$ cat config.mk
export PLATFORM = sky130hd
export DESIGN_NAME = ach_div
export DESIGN_NICKNAME = d
export VERILOG_FILES = /design/src/hw/rtl/ach_pkg.sv /design/src/hw/rtl/ach_div.sv
export SDC_FILE = /design/constraint.sdc
export NUM_CORES = 1
export LEC_CHECK = 0
export BUFFER_PORTS_ARGS = -buffer_cell sky130_fd_sc_hd__buf_2
export CELL_PAD_IN_SITES_DETAIL_PLACEMENT = 0
export CELL_PAD_IN_SITES_GLOBAL_PLACEMENT = 1
export CORE_MARGIN = 3
export CORE_UTILIZATION = 51
export DETAILED_ROUTE_END_ITERATION = 7
export PLACE_DENSITY = 0.95
export SYNTH_ARGS = -nofsm -noshare
export SYNTH_HDL_FRONTEND = slang
export SYNTH_SLANG_ARGS = --single-unit
$ cat constraint.sdc
create_clock -name clock -period 13.1 [get_ports clock]
set_clock_uncertainty 0.1 [all_clocks]
set_input_delay 1.965 -clock clock [delete_from_list [all_inputs] [get_ports clock]]
set_output_delay 1.965 -clock clock [all_outputs]
set_load 0.01 [all_outputs]
$ cat src/hw/rtl/ach_pkg.sv
// ----------------------------------------------------------------------------
// ach_pkg
// Shared types, codes and helpers for the adaptive compacting histogram.
// ----------------------------------------------------------------------------
package ach_pkg;

   typedef logic signed [31:0] key_type;
   typedef logic [31:0]        cnt_type;
   typedef logic [33:0]        scale_type;

   localparam logic [1:0] FN_ADD   = 2'd0;
   localparam logic [1:0] FN_READ  = 2'd1;
   localparam logic [1:0] FN_CLEAR = 2'd2;

   localparam logic [1:0] ST_OK    = 2'd0;
   localparam logic [1:0] ST_RANGE = 2'd1;
   localparam logic [1:0] ST_EMPTY = 2'd2;

   localparam logic CSR_BASE    = 1'b0;
   localparam logic CSR_INIT_EXP = 1'b1;

   localparam scale_type SCALE_CAP = 34'h2_0000_0000;
   localparam logic [5:0] EXP_MAX  = 6'd63;

   // saturating 32-bit add
   function automatic cnt_type sat_add(input cnt_type a, input cnt_type b);
      logic [32:0] s;
      s = {1'b0, a} + {1'b0, b};
      return s[32] ? 32'hFFFF_FFFF : s[31:0];
   endfunction

endpackage

$ cat src/hw/rtl/ach_div.sv
// ----------------------------------------------------------------------------
// ach_div
// Bit-serial floor division of a signed 32-bit value by an unsigned divisor.
// ----------------------------------------------------------------------------
module ach_div import ach_pkg::*; (
   input  logic      clock,
   input  logic      reset,
   input  logic      start,
   input  key_type   dividend,
   input  scale_type divisor,
   output logic      done,
   output key_type   quotient
);

   logic [31:0] mag_ff;
   logic [34:0] rem_ff;
   logic [33:0] den_ff;
   logic        neg_ff;
   logic [5:0]  step_ff;
   logic        run_ff;
   logic        done_ff;
   key_type     quo_ff;

   logic [34:0] rem_sh;
   logic [34:0] rem_sub;
   logic        take;
   logic [32:0] q_ext;
   logic [32:0] q_neg;

   assign rem_sh  = {rem_ff[33:0], mag_ff[31]};
   assign rem_sub = rem_sh - {1'b0, den_ff};
   assign take    = (rem_sh >= {1'b0, den_ff});
   assign q_ext   = {1'b0, mag_ff};
   // floor: round toward minus infinity on a nonzero remainder
   assign q_neg   = (33'd0 - q_ext) - {32'd0, (rem_ff != 35'd0)};

   always_ff @(posedge clock) begin
      if (reset) begin
         run_ff  <= 1'b0;
         done_ff <= 1'b0;
         step_ff <= 6'd0;
      end else begin
         done_ff <= 1'b0;
         if (start) begin
            run_ff  <= 1'b1;
            step_ff <= 6'd0;
            mag_ff  <= dividend[31] ? 32'd0 - dividend : dividend;
            neg_ff  <= dividend[31];
            den_ff  <= divisor;
            rem_ff  <= 35'd0;
         end else if (run_ff) begin
            if (step_ff == 6'd32) begin
               run_ff  <= 1'b0;
               done_ff <= 1'b1;
               quo_ff  <= neg_ff ? q_neg[31:0] : q_ext[31:0];
            end else begin
               rem_ff  <= take ? rem_sub : rem_sh;
               mag_ff  <= {mag_ff[30:0], take};
               step_ff <= step_ff + 6'd1;
            end
         end
      end
   end

   assign done     = done_ff;
   assign quotient = quo_ff;

endmodule

==> reports/results.tsv, run 1 <==
metric	value	unit
launching element type of the critical path	flip-flop	
overall fraction of global-route tracks in use	20.9	%
worst IR drop on VDD	88.4	µV
post-route DRC violation count	0	
number of CTS-inserted buffers	17	
final critical-path setup slack	8.71	ns
Cell Rows	51	
relative contribution of sequential cells to total power	38.4	%
net switching power	0.446	mW
worst-case setup slack after placement	8.53	ns
proportion of layout cells with a drive suffix above 1	13.5	%
Initial Utilization	52.1	%
required time at the worst-slack endpoint	13.26	ns
Clk Latency, worst-skew pair	0.42	ns
initial antenna violation count	1	
area growth from synthesis to layout	12.9	%
maximum fanout along the worst path	3	
Syn Area/Cell	9.51	µm²
fraction of power spent switching nets	30.5	%
met3 capacity usage during global routing	3.55	%
vertical die dimension	147	µm
drt first pass iters	5	
violation count after the first detailed-routing iteration	515	
Via-to-Cell Ratio	5.69	
maximum buffer depth of the clock tree	2	
most common library cell in the layout ignoring fill and taps	sky130_fd_sc_hd__edfxtp_1	
number of unique standard cell types used by synthesis	73	
Seq cells post-synth	142	
number of input and output port buffers inserted	101	
area enclosed by the die boundary	21700	µm²
grt met2 use	35.9	%
Clock Pin Slew Worst Setup and Hold Paths	0.06	ns
combined area of all synthesized cells	10200	µm²
length in cells of the worst reg-to-reg path	16	
Slew headroom	32.7	%
number of enable-type register cells in the synthesized netlist	134	
actual transition at the worst max-transition pin	1.01	ns
count of instances resized after the clock tree is built	0	
shortest clock period the worst path allows after layout	4.39	ns
core outline area	19500	µm²
beginning of the worst hold path	step_ff[5]	
terminating pin of the worst hold path	done	
async set-reset flop share out of synthesis	0	%
Final Max Slew Viols	0	
most frequent cells in the layout	134 x sky130_fd_sc_hd__edfxtp_1, 101 x sky130_fd_sc_hd__buf_2, 95 x sky130_fd_sc_hd__nor2_1, 95 x sky130_fd_sc_hd__a21oi_1, 89 x sky130_fd_sc_hd__inv_1	
endpoint of the worst register-to-register path	quotient[29]	
dominant register cell in the synthesized netlist	sky130_fd_sc_hd__edfxtp_1	
first-pass GRT wire length	37.4	mm
number of I/O pins	102	
RSZ-0062 raised after global routing	false	
total via count after detailed routing	8134	
fraction of the cycle the final worst path needs	33.5	%
worst reg-to-reg setup slack	8.71	ns
number of nets in the layout	1292	
leakage power	4.89	nW
max cap viols	0	
fmax	228	MHz
TritonCTS clock tree	built	
Routed WL	22.5	mm
wire length per cell	15.7	µm
sequential area share after synthesis	41.2	%
count of hold-fix buffers inserted at cts	0	
horizontal extent of the die	147	µm
vias in the first global route	7772	
CTS sink count	142	
final weighted congestion in routability-driven placement	0.912	
Fillers	1729	
worst setup path category	reg2reg	
Total Neg Setup Slack	0	ns
final setup fails	0	
power share of the combinational group	27.8	%
buffer count from post-CTS setup fixing	0	
outcome	finished, final reports clean	
number of warnings issued by yosys	0	
power per standard cell area	127	nW/µm²
Arrival @ worst endpoint	4.54	ns
maximum level of the CTS H-tree	4	
placed wire-length estimate	16.4	mm
buffer cell driving the clock tree root	sky130_fd_sc_hd__clkbuf_16	
gr ovfl total	0	
origin of the critical flop-to-flop path	rem_ff[25]	
clock power share	33.9	%
GRT met1 Usage	26.6	%
number of nets produced by synthesis	1211	
layer carrying the most global-route usage	met2	
Min-Delay Path Depth	2	
largest net degree at the start of global routing	104	
cell-internal power	1.01	mW
path class of the lowest-slack min-delay path	reg2reg	
category of the worst setup path capture point	flip-flop	
total count of hold-check failures in the final report	0	
Detail Route Antenna Nets	0	
post-synthesis instance total	1069	
[flip-flops by register name (all words and copies together), names as in the netlist]
signal,count
run_ff,1
step_ff,6
mag_ff,32
done,1
rem_ff,35
den_ff,34
neg_ff,1
quotient,32
[worst max-delay path by stage]
| stage | startpoint | end | slack [ns] | depth (start not counted) |
|---|---|---|---|---|
| 2_1_floorplan | start | mag_ff[0] | 7.37 | 3 |
| 3_3_place_gp | dividend[8] | mag_ff[29] | 8.59 | 9 |
| 3_5_place_dp | dividend[8] | mag_ff[29] | 8.53 | 9 |
| 4_1_cts | rem_ff[25] | quotient[29] | 8.74 | 16 |
| 5_1_grt | rem_ff[5] | quotient[29] | 8.55 | 16 |
| 6_report | rem_ff[25] | quotient[29] | 8.71 | 16 |
[routing by layer]
layer / vias up / share of wire (%)
met2: 227 / 49
met4: 0 / 2.9
met5: - / 0
li1: 4065 / -
met3: 54 / 5.0
met1: 3788 / 43
[critical path, stage by stage, from the launching register on]
cell and delay [ns]:
sky130_fd_sc_hd__edfxtp_1 0.44, sky130_fd_sc_hd__nor4_1 0.45, sky130_fd_sc_hd__nand2_1 0.17, sky130_fd_sc_hd__nor3_1 0.28, sky130_fd_sc_hd__ha_1 0.23, sky130_fd_sc_hd__ha_1 0.17, sky130_fd_sc_hd__inv_1 0.06, sky130_fd_sc_hd__ha_1 0.20
sky130_fd_sc_hd__o21bai_1 0.21, sky130_fd_sc_hd__a221oi_1 0.13, sky130_fd_sc_hd__o21ai_2 0.20, sky130_fd_sc_hd__a31oi_1 0.19, sky130_fd_sc_hd__o31ai_2 0.39, sky130_fd_sc_hd__a41oi_1 0.21, sky130_fd_sc_hd__o31ai_1 0.34, sky130_fd_sc_hd__mux2_1 0.36
sky130_fd_sc_hd__o2111ai_1 0.10
[final cells by class]
type | instances | area (µm²) | share of cell area (%)
clock inverters | 6 | 40.0 | 0.349
clock buffers | 26 | 574 | 5.00
multi-input cells | 794 | 5470 | 47.6
diodes | 1 | 2.50 | 0.0218
inverters | 89 | 334 | 2.91
well taps | 265 | 332 | 2.89
flip-flops and latches | 142 | 4180 | 36.5
repair buffers | 106 | 543 | 4.73
[logic make-up after synthesis]
family / Yosys count / synth area share [%]
DFF: 142 / 41.2
and+or+nand+nor: 295 / 13.9
buffers and inverters: 133 / 5.26
muxes: 37 / 3.66
AOI/OAI and AO/OA: 301 / 19.4
adders and majority gates: 73 / 9.06
xor gates and xnor gates: 88 / 7.58
[through the flow]
step / hold WS, ns / instances / instance area (µm²) / total power, mW / util [%]
floorplan: 0.370 / 1069 / 10200 / 0.884 / -
global placement: 0.412 / 1396 / 10900 / 0.962 / 55.6
detailed placement: 0.420 / 1396 / 10900 / 0.969 / 55.6
CTS: 0.431 / 1428 / 11500 / 1.47 / 58.8
global route: 0.450 / 1429 / 11500 / 1.54 / 58.8
finish: 0.428 / 1429 / 11500 / 1.46 / 58.8
[cells in the mapped netlist, types with 4 or more instances]
cell type | n | area, µm²
sky130_fd_sc_hd__nor4_1 | 11 | 68.8
sky130_fd_sc_hd__buf_1 | 5 | 18.8
sky130_fd_sc_hd__xnor2_1 | 40 | 350
sky130_fd_sc_hd__o41ai_1 | 5 | 43.8
sky130_fd_sc_hd__a21oi_1 | 95 | 475
sky130_fd_sc_hd__and3_1 | 10 | 62.6
sky130_fd_sc_hd__nor2b_1 | 15 | 93.8
sky130_fd_sc_hd__nand4_1 | 13 | 81.3
sky130_fd_sc_hd__and2_1 | 4 | 25.0
sky130_fd_sc_hd__o22ai_1 | 4 | 25.0
sky130_fd_sc_hd__inv_1 | 89 | 334
sky130_fd_sc_hd__o21a_1 | 12 | 90.1
sky130_fd_sc_hd__mux2i_1 | 36 | 360
sky130_fd_sc_hd__or2_2 | 4 | 25.0
sky130_fd_sc_hd__nand2b_1 | 4 | 25.0
sky130_fd_sc_hd__o21ai_1 | 4 | 20.0
sky130_fd_sc_hd__nand3_1 | 16 | 80.1
sky130_fd_sc_hd__edfxtp_1 | 134 | 4020
sky130_fd_sc_hd__a211o_1 | 4 | 35.0
sky130_fd_sc_hd__nor2_1 | 96 | 360
sky130_fd_sc_hd__o31a_1 | 4 | 35.0
sky130_fd_sc_hd__a31oi_1 | 6 | 37.5
sky130_fd_sc_hd__nand3b_1 | 8 | 60.1
sky130_fd_sc_hd__dfxtp_1 | 8 | 160
sky130_fd_sc_hd__a211oi_1 | 7 | 52.6
sky130_fd_sc_hd__a21o_1 | 38 | 285
sky130_fd_sc_hd__o211ai_1 | 7 | 52.6
sky130_fd_sc_hd__o21bai_1 | 7 | 52.6
sky130_fd_sc_hd__buf_2 | 7 | 35.0
sky130_fd_sc_hd__o31ai_1 | 13 | 97.6
sky130_fd_sc_hd__ha_1 | 72 | 901
sky130_fd_sc_hd__o21ai_0 | 59 | 295
sky130_fd_sc_hd__nand2_1 | 79 | 297
sky130_fd_sc_hd__clkbuf_1 | 28 | 105
sky130_fd_sc_hd__nor3_1 | 19 | 95.1
sky130_fd_sc_hd__xor2_1 | 48 | 420
[power by group through the flow]
stage	Clock (mW)	Combinational [mW]	Sequential (mW)
finish	0.494	0.405	0.560
global route	0.524	0.452	0.564
global placement	0	0.394	0.568
CTS	0.502	0.404	0.560
floorplan	0	0.322	0.562
detailed placement	0	0.399	0.569
No activity file was read; power rests on OpenSTA's default activity.
==> run 2, diff against run 1 <==
--- a/config.mk
+++ b/config.mk
@@ -5,13 +5,14 @@
 export SDC_FILE = /design/constraint.sdc
 export NUM_CORES = 1
 export LEC_CHECK = 0
+export ABC_AREA = 1
 export BUFFER_PORTS_ARGS = -buffer_cell sky130_fd_sc_hd__buf_2
 export CELL_PAD_IN_SITES_DETAIL_PLACEMENT = 0
 export CELL_PAD_IN_SITES_GLOBAL_PLACEMENT = 1
 export CORE_MARGIN = 3
-export CORE_UTILIZATION = 51
+export CORE_UTILIZATION = 40
 export DETAILED_ROUTE_END_ITERATION = 7
-export PLACE_DENSITY = 0.95
+export PLACE_DENSITY = 0.89
 export SYNTH_ARGS = -nofsm -noshare
 export SYNTH_HDL_FRONTEND = slang
 export SYNTH_SLANG_ARGS = --single-unit
==> constraint.sdc (replaced) <==
create_clock -name clock -period 3.8 [get_ports clock]
set_clock_uncertainty 0.1 [all_clocks]
set_input_delay 0.57 -clock clock [delete_from_list [all_inputs] [get_ports clock]]
set_output_delay 0.57 -clock clock [all_outputs]
set_load 0.01 [all_outputs]
==> run 2 against run 1 <==
- synthesized area grew 11%
- die area grew 40%
- fmax grew 29%
- worst hold slack lost 0.22 ns
- sequential cell count is the same
- critical path type unchanged
- utilization shrank 12 points
- register-to-register slack lost 8.3 ns
- cell area grew 12%
- combinational power grew to 3.8 times the previous value
- cell count grew 46%
- critical endpoint is now quotient[21]
==> reports/results.tsv, run 2 <==
metric	value	unit	change
vias in the first global route	10200		was 7772
launching element type of the critical path	flip-flop		unchanged
number of I/O pins	102		unchanged
Arrival @ worst endpoint	3.46	ns	was 4.54 ns
dominant register cell in the synthesized netlist	sky130_fd_sc_hd__edfxtp_1		unchanged
maximum level of the CTS H-tree	4		unchanged
length in cells of the worst reg-to-reg path	17		was 16
most numerous cell types in the synthesized netlist	506 x sky130_fd_sc_hd__nand2_1, 249 x sky130_fd_sc_hd__inv_1, 145 x sky130_fd_sc_hd__nor2_1, 134 x sky130_fd_sc_hd__edfxtp_1, 114 x sky130_fd_sc_hd__nand3_1		was 134 x sky130_fd_sc_hd__edfxtp_1, 96 x sky130_fd_sc_hd__nor2_1, 95 x sky130_fd_sc_hd__a21oi_1, 89 x sky130_fd_sc_hd__inv_1, 79 x sky130_fd_sc_hd__nand2_1
number of CTS-inserted buffers	17		unchanged
power per standard cell area	412	nW/µm²	was 127 nW/µm²
cell seen most often among critical-path stages	sky130_fd_sc_hd__nand2_1		was sky130_fd_sc_hd__ha_1
drt first pass iters	5		unchanged
final weighted congestion in routability-driven placement	0.929		was 0.912
terminating pin of the worst hold path	den_ff[9]		was done
number of warnings issued by yosys	0		unchanged
biggest cell delay along the critical path	0.45	ns	about the same
final critical-path setup slack	0.399	ns	was 8.71 ns
cell type contributing the most total cell area after synthesis	sky130_fd_sc_hd__edfxtp_1		unchanged
vertical die dimension	174	µm	was 147 µm
origin of the critical flop-to-flop path	rem_ff[22]		was rem_ff[25]
async set-reset flop share out of synthesis	0	%	unchanged
buffering stage count on the worst path with inverters included	1		unchanged
number of input and output port buffers inserted	101		unchanged
wire length per cell	15.0	µm	was 15.7 µm
Min-Delay Path Depth	1		was 2
RSZ-0062 raised after global routing	false		unchanged
horizontal extent of the die	174	µm	was 147 µm
fraction of the cycle the final worst path needs	89.5	%	was 33.5%
Clk Latency, worst-skew pair	0.44	ns	was 0.42 ns
Syn Area/Cell	7.10	µm²	was 9.51 µm²
proportion of layout cells with a drive suffix above 1	10.7	%	was 13.5%
total via count after detailed routing	10400		was 8134
core outline area	27400	µm²	was 19500 µm²
buffer count from post-CTS setup fixing	0		unchanged
leakage power	6.22	nW	was 4.89 nW
actual transition at the worst max-transition pin	1.22	ns	was 1.01 ns
Total Neg Setup Slack	0	ns	unchanged
count of non-filler cells in the finished layout	2080		was 1429
violation count after the first detailed-routing iteration	736		was 515
Final Max Slew Viols	0		unchanged
most common library cell in the layout ignoring fill and taps	sky130_fd_sc_hd__nand2_1		was sky130_fd_sc_hd__edfxtp_1
Reg area	4180	µm²	unchanged
Clock Pin Slew Worst Setup and Hold Paths	0.07	ns	was 0.06 ns
cell area after layout	12900	µm²	was 11500 µm²
number of flip-flops under the largest register name	35		unchanged
Power Total	5.30	mW	was 1.46 mW
number of nets produced by synthesis	1734		was 1211
area of placed instances	12200	µm²	was 10900 µm²
post-route DRC violation count	0		unchanged
cell count after placement	2048		was 1396
gr ovfl total	0		unchanged
number of enable-type register cells in the synthesized netlist	134		unchanged
number of unique standard cell types used by synthesis	46		was 73
Fillers	2798		was 1729
path class of the lowest-slack min-delay path	in2reg		was reg2reg
count leader, synth	sky130_fd_sc_hd__nand2_1		was sky130_fd_sc_hd__edfxtp_1
worst reg-to-reg setup slack	0.40	ns	was 8.71 ns
largest delay contributor family on the critical path	simple AND/OR/NAND/NOR gates		was compound AO/OA/AOI/OAI gates
endpoint of the worst register-to-register path	quotient[21]		was quotient[29]
fmax	294	MHz	was 228 MHz
shortest clock period the worst path allows after layout	3.40	ns	was 4.39 ns
overall fraction of global-route tracks in use	20.6	%	was 20.9%
required time at the worst-slack endpoint	3.85	ns	was 13.26 ns
library cell contributing the largest single delay on the critical path	sky130_fd_sc_hd__nor4_1		unchanged
Seq cells post-synth	142		unchanged
beginning of the worst hold path	divisor[9]		was step_ff[5]
worst IR drop on VDD	303	µV	was 88.4 µV
buffer cell driving the clock tree root	sky130_fd_sc_hd__clkbuf_16		unchanged
Via-to-Cell Ratio	4.99		was 5.69
area growth from synthesis to layout	13.8	%	was 12.9%
final design utilization	47.0	%	was 58.8%
final setup fails	0		unchanged
area enclosed by the die boundary	30300	µm²	was 21700 µm²
worst-case setup slack after placement	0.236	ns	was 8.53 ns
combined area of all synthesized cells	11300	µm²	was 10200 µm²
category of the worst setup path capture point	flip-flop		unchanged
Cell Rows	60		was 51
placed wire-length estimate	24.6	mm	was 16.4 mm
most frequent cells in the layout	506 x sky130_fd_sc_hd__nand2_1, 248 x sky130_fd_sc_hd__inv_1, 143 x sky130_fd_sc_hd__nor2_1		was 134 x sky130_fd_sc_hd__edfxtp_1, 101 x sky130_fd_sc_hd__buf_2, 95 x sky130_fd_sc_hd__nor2_1, 95 x sky130_fd_sc_hd__a21oi_1, 89 x sky130_fd_sc_hd__inv_1
post-synthesis instance total	1592		was 1069
Detail Route Antenna Nets	0		unchanged
worst-path cell chain	nor4_1 -> nand2_1 -> nor3_2 -> ha_1 -> ha_1 -> inv_1 -> ha_1 -> o21ai_0 -> nand2_1 -> nand2_1 -> nand2_1 -> nand2_1 -> nand2_1 -> nand2_1 -> nand2_1 -> nand3_1 -> o21ai_0		was nor4_1 -> nand2_1 -> nor3_1 -> ha_1 -> ha_1 -> inv_1 -> ha_1 -> o21bai_1 -> a221oi_1 -> o21ai_2 -> a31oi_1 -> o31ai_2 -> a41oi_1 -> o31ai_1 -> mux2_1 -> o2111ai_1
largest register by flop count	rem_ff		unchanged
CTS sink count	142		unchanged
number of nets in the layout	1837		was 1292
total count of hold-check failures in the final report	0		unchanged
Routed WL	31.2	mm	was 22.5 mm
Slew headroom	18.4	%	was 32.7%
Initial Utilization	41.3	%	was 52.1%
top area cells in the synthesized netlist	sky130_fd_sc_hd__edfxtp_1 36%, sky130_fd_sc_hd__nand2_1 17%, sky130_fd_sc_hd__inv_1 8.3%		was sky130_fd_sc_hd__edfxtp_1 40%, sky130_fd_sc_hd__ha_1 8.9%, sky130_fd_sc_hd__a21oi_1 4.7%
TritonCTS clock tree	built		unchanged
largest net degree at the start of global routing	75		was 104
Regs by FF count	rem_ff: 35 flops, den_ff: 34 flops		unchanged
initial antenna violation count	0		was 1
maximum fanout along the worst path	3		unchanged
worst setup path category	reg2reg		unchanged
number of antenna repair diodes	0		was 1
WHS	0.208	ns	was 0.428 ns
max cap viols	0		unchanged
sequential area share after synthesis	37.0	%	was 41.2%
first-pass GRT wire length	50.6	mm	was 37.4 mm
footprint of the multi-input gates	6040	µm²	was 5470 µm²
outcome	finished, final reports clean		unchanged
maximum buffer depth of the clock tree	2		unchanged
portion of synthesized cell area occupied by the leading cell type	35.6	%	was 39.6%
-- run 2: cell types whose count changed after synthesis, moves of 10 or more --
cell,before,now
sky130_fd_sc_hd__o21a_1,12,1
sky130_fd_sc_hd__nand3_1,16,114
sky130_fd_sc_hd__clkbuf_1,28,18
sky130_fd_sc_hd__nor2b_1,15,0
sky130_fd_sc_hd__a21oi_1,95,69
sky130_fd_sc_hd__nor2_1,96,145
sky130_fd_sc_hd__xor2_1,48,30
sky130_fd_sc_hd__a21o_1,38,3
sky130_fd_sc_hd__o31ai_1,13,3
sky130_fd_sc_hd__mux2i_1,36,0
sky130_fd_sc_hd__nand2_1,79,506
sky130_fd_sc_hd__inv_1,89,249
sky130_fd_sc_hd__o21ai_0,59,89
sky130_fd_sc_hd__xnor2_1,40,21
-- run 2: cell type report --
cell class	count	area share, %
timing repair buffer	111	4.61
multi-input combinational	1168	47.0
tap	372	3.62
clock inverter	12	1.45
clock buffer	20	3.39
inverter	255	7.44
sequential	142	32.5
-- run 2: how the worst max path moves through the flow --
stage,to,slack (ns),startpoint,depth (start not counted)
6_report,quotient[21],0.40,rem_ff[22],17
3_5_place_dp,quotient[29],0.24,rem_ff[30],17
4_1_cts,quotient[21],0.23,rem_ff[30],17
2_1_floorplan,den_ff[0],0.31,start,5
5_1_grt,quotient[21],0.07,rem_ff[22],17
3_3_place_gp,quotient[21],0.26,rem_ff[10],17
-- run 2: repair_timing --
action | in CTS | in global routing
resized for setup | 0 | 1
hold buffers | 0 | 0
setup endpoints to repair | 0 | 4
-- run 2: logic make-up after synthesis --
family,count (synthesis),share of synthesized area (%)
xor+xnor,51,3.95
flops,142,37.0
compound gates,181,8.53
simple gates,863,32.6
buf+inv,282,9.76
fa+ha+maj,73,8.15
-- run 2: per-layer routing --
| metal | GRT usage, % | vias to the layer above | routed length [µm] |
|---|---|---|---|
| li1 | - | 5361 | - |
| met1 | 25.6 | 4695 | 13600 |
| met2 | 37.0 | 276 | 15300 |
| met3 | 2.66 | 46 | 1570 |
| met4 | 6.30 | 0 | 699 |
| met5 | 0 | - | 0 |
-- run 2: power breakdown --
| part | switching, mW | internal [mW] | leakage, nW |
|---|---|---|---|
| registers | 0.0775 | 1.86 | 1.33 |
| clock network | 0.721 | 1.11 | 0.291 |
| logic | 1.01 | 0.528 | 4.60 |
| total | 1.81 | 3.49 | 6.22 |
==> run 3, diff against run 2 <==
--- a/config.mk
+++ b/config.mk
@@ -13,6 +13,7 @@
 export CORE_UTILIZATION = 40
 export DETAILED_ROUTE_END_ITERATION = 7
 export PLACE_DENSITY = 0.89
+export RECOVER_POWER = 50
 export SYNTH_ARGS = -nofsm -noshare
 export SYNTH_HDL_FRONTEND = slang
 export SYNTH_SLANG_ARGS = --single-unit
==> run 3 against run 2 <==
- die area unchanged
- highest routed layer unchanged
- sequential power about the same
- cell count unchanged
- largest cell class unchanged
- utilization down 0.21 points
- clock-buffer cell count unchanged
- via count is 0.34% lower
- the flow now finishes with violations (capacitance limit)
- sequential cell count unchanged
- clock power about the same
- critical path type unchanged
- critical path depth did not move
==> reports/results.tsv, run 3 (synthesized netlist as in run 2, its figures left out) <==
metric	value	unit	change
Arrival @ worst endpoint	3.48	ns	was 3.46 ns
maximum buffer depth of the clock tree	2		unchanged
Cell Rows	60		unchanged
largest register by flop count	rem_ff		unchanged
area of placed instances	12200	µm²	unchanged
largest net degree at the start of global routing	75		unchanged
cell area after layout	12800	µm²	was 12900 µm²
worst IR drop on VDD	302	µV	was 303 µV
library cell contributing the largest single delay on the critical path	sky130_fd_sc_hd__edfxtp_1		was sky130_fd_sc_hd__nor4_1
placed wire-length estimate	24.6	mm	unchanged
Clock Pin Slew Worst Setup and Hold Paths	0.07	ns	about the same
worst setup path category	reg2reg		unchanged
number of nets in the layout	1837		unchanged
Regs by FF count	rem_ff: 35 flops, den_ff: 34 flops		unchanged
area growth from synthesis to layout	13.3	%	was 13.8%
buffer cell driving the clock tree root	sky130_fd_sc_hd__clkbuf_16		unchanged
Routed WL	31.4	mm	was 31.2 mm
maximum fanout along the worst path	3		unchanged
cell seen most often among critical-path stages	sky130_fd_sc_hd__nand2_1		unchanged
outcome	finished with violations		was finished, final reports clean
most common library cell in the layout ignoring fill and taps	sky130_fd_sc_hd__nand2_1		unchanged
WHS	0.209	ns	was 0.208 ns
total count of hold-check failures in the final report	0		unchanged
path class of the lowest-slack min-delay path	in2reg		unchanged
core outline area	27400	µm²	unchanged
CP Launch Point	rem_ff[21]		was rem_ff[22]
Detail Route Antenna Nets	0		unchanged
Final Max Slew Viols	0		unchanged
actual transition at the worst max-transition pin	1.49	ns	was 1.22 ns
horizontal extent of the die	174	µm	unchanged
Fillers	2824		was 2798
shortest clock period the worst path allows after layout	3.43	ns	was 3.40 ns
total via count after detailed routing	10300		was 10400
Total Neg Setup Slack	0	ns	unchanged
category of the worst setup path capture point	flip-flop		unchanged
fmax	292	MHz	was 294 MHz
TritonCTS clock tree	built		unchanged
wire length per cell	15.1	µm	was 15.0 µm
RSZ-0062 raised after global routing	false		unchanged
max cap viols	1		was 0
final setup fails	0		unchanged
biggest cell delay along the critical path	0.44	ns	was 0.45 ns
vertical die dimension	174	µm	unchanged
buffer count from post-CTS setup fixing	0		unchanged
origin of the critical flop-to-flop path	rem_ff[21]		was rem_ff[22]
beginning of the worst hold path	divisor[9]		unchanged
vias in the first global route	10200		unchanged
CTS sink count	142		unchanged
Clk Latency, worst-skew pair	0.44	ns	about the same
required time at the worst-slack endpoint	3.86	ns	was 3.85 ns
first-pass GRT wire length	50.6	mm	unchanged
violation count after the first detailed-routing iteration	701		was 736
launching element type of the critical path	flip-flop		unchanged
worst-path cell chain	nor4_1 -> nand2_1 -> nor3_2 -> ha_1 -> ha_1 -> inv_1 -> ha_1 -> o21ai_0 -> nand2_1 -> nand2_1 -> nand2_1 -> nand2_1 -> nand2_1 -> nand2_1 -> nand2_1 -> nand3_1 -> o21ai_0		unchanged
power per standard cell area	414	nW/µm²	was 412 nW/µm²
final weighted congestion in routability-driven placement	0.929		unchanged
footprint of the multi-input gates	6040	µm²	about the same
Initial Utilization	41.3	%	unchanged
initial antenna violation count	0		unchanged
Slew headroom	0.446	%	was 18.4%
number of CTS-inserted buffers	17		unchanged
Reg area	4180	µm²	unchanged
drt first pass iters	5		unchanged
most frequent cells in the layout	506 x sky130_fd_sc_hd__nand2_1, 249 x sky130_fd_sc_hd__inv_1, 144 x sky130_fd_sc_hd__nor2_1		was 506 x sky130_fd_sc_hd__nand2_1, 248 x sky130_fd_sc_hd__inv_1, 143 x sky130_fd_sc_hd__nor2_1
largest delay contributor family on the critical path	simple AND/OR/NAND/NOR gates		unchanged
Via-to-Cell Ratio	4.97		was 4.99
fraction of the cycle the final worst path needs	90.2	%	was 89.5%
post-route DRC violation count	0		unchanged
maximum level of the CTS H-tree	4		unchanged
number of I/O pins	102		unchanged
area enclosed by the die boundary	30300	µm²	unchanged
violated checks	capacitance limit		
number of input and output port buffers inserted	101		unchanged
number of flip-flops under the largest register name	35		unchanged
number of antenna repair diodes	0		unchanged
gr ovfl total	0		unchanged
overall fraction of global-route tracks in use	20.6	%	unchanged
proportion of layout cells with a drive suffix above 1	8.49	%	was 10.7%
leakage power	6.12	nW	was 6.22 nW
buffering stage count on the worst path with inverters included	1		unchanged
==> run 3: changes by cell type in the layout (fill, tap and decap cells not counted), moves of 2 or more <==
cell                       delta
sky130_fd_sc_hd__buf_2       -36
sky130_fd_sc_hd__buf_4        -3
sky130_fd_sc_hd__clkbuf_2     +2
sky130_fd_sc_hd__clkbuf_1    +36
==> run 3: timing repair <==
item,CTS,global route
hold buffers,0,0
gates resized for setup,0,1
setup endpoints to repair,0,4
==> run 3: where the power goes <==
group,switching [mW],total (mW),internal [mW]
logic,1.01,1.54,0.528
clock network,0.725,1.83,1.11
registers,0.0779,1.94,1.86
==> run 3: area by class of cell <==
cell class	instances	area share, %
Sequential cell	142	32.7
Clock buffer	20	3.41
Tap cell	372	3.63
Clock inverter	12	1.46
Timing Repair Buffer	111	4.24
Multi-Input combinational cell	1168	47.1
Inverter	255	7.47
==> run 3: worst paths after layout <==
path,depth (start not counted),endpoint,slack (ns)
worst max-delay path,17,quotient[21],0.37
worst min-delay path,1,den_ff[9],0.21
worst max register to register,17,quotient[21],0.37
worst min register to register,1,step_ff[0],0.39
==> run 3: worst register-to-register path, cell delays in order (launching register included) <==
cell	delay [ns]
sky130_fd_sc_hd__edfxtp_1	0.44
sky130_fd_sc_hd__nor4_1	0.44
sky130_fd_sc_hd__nand2_1	0.20
sky130_fd_sc_hd__nor3_2	0.28
sky130_fd_sc_hd__ha_1	0.22
sky130_fd_sc_hd__ha_1	0.14
sky130_fd_sc_hd__inv_1	0.06
sky130_fd_sc_hd__ha_1	0.20
sky130_fd_sc_hd__o21ai_0	0.28
sky130_fd_sc_hd__nand2_1	0.09
sky130_fd_sc_hd__nand2_1	0.16
sky130_fd_sc_hd__nand2_1	0.07
sky130_fd_sc_hd__nand2_1	0.12
sky130_fd_sc_hd__nand2_1	0.09
sky130_fd_sc_hd__nand2_1	0.06
sky130_fd_sc_hd__nand2_1	0.05
sky130_fd_sc_hd__nand3_1	0.06
sky130_fd_sc_hd__o21ai_0	0.09
==> run 3: routing by layer <==
layer	global-route usage [%]	wire length (µm)
met1	25.6	13900
met2	37.0	15400
met3	2.66	1410
met4	6.30	600
met5	0	0
==> run 3: metrics by stage <==
stage / cells / worst slack (ns) / util, % / total power, mW
floorplan: 1592 / 0.312 / - / 3.08
global placement: 2048 / 0.265 / 44.7 / 3.47
detailed placement: 2048 / 0.236 / 44.7 / 3.49
CTS: 2080 / 0.225 / 46.9 / 5.32
global route: 2080 / 0.0745 / 46.7 / 5.61
finish: 2080 / 0.373 / 46.7 / 5.31
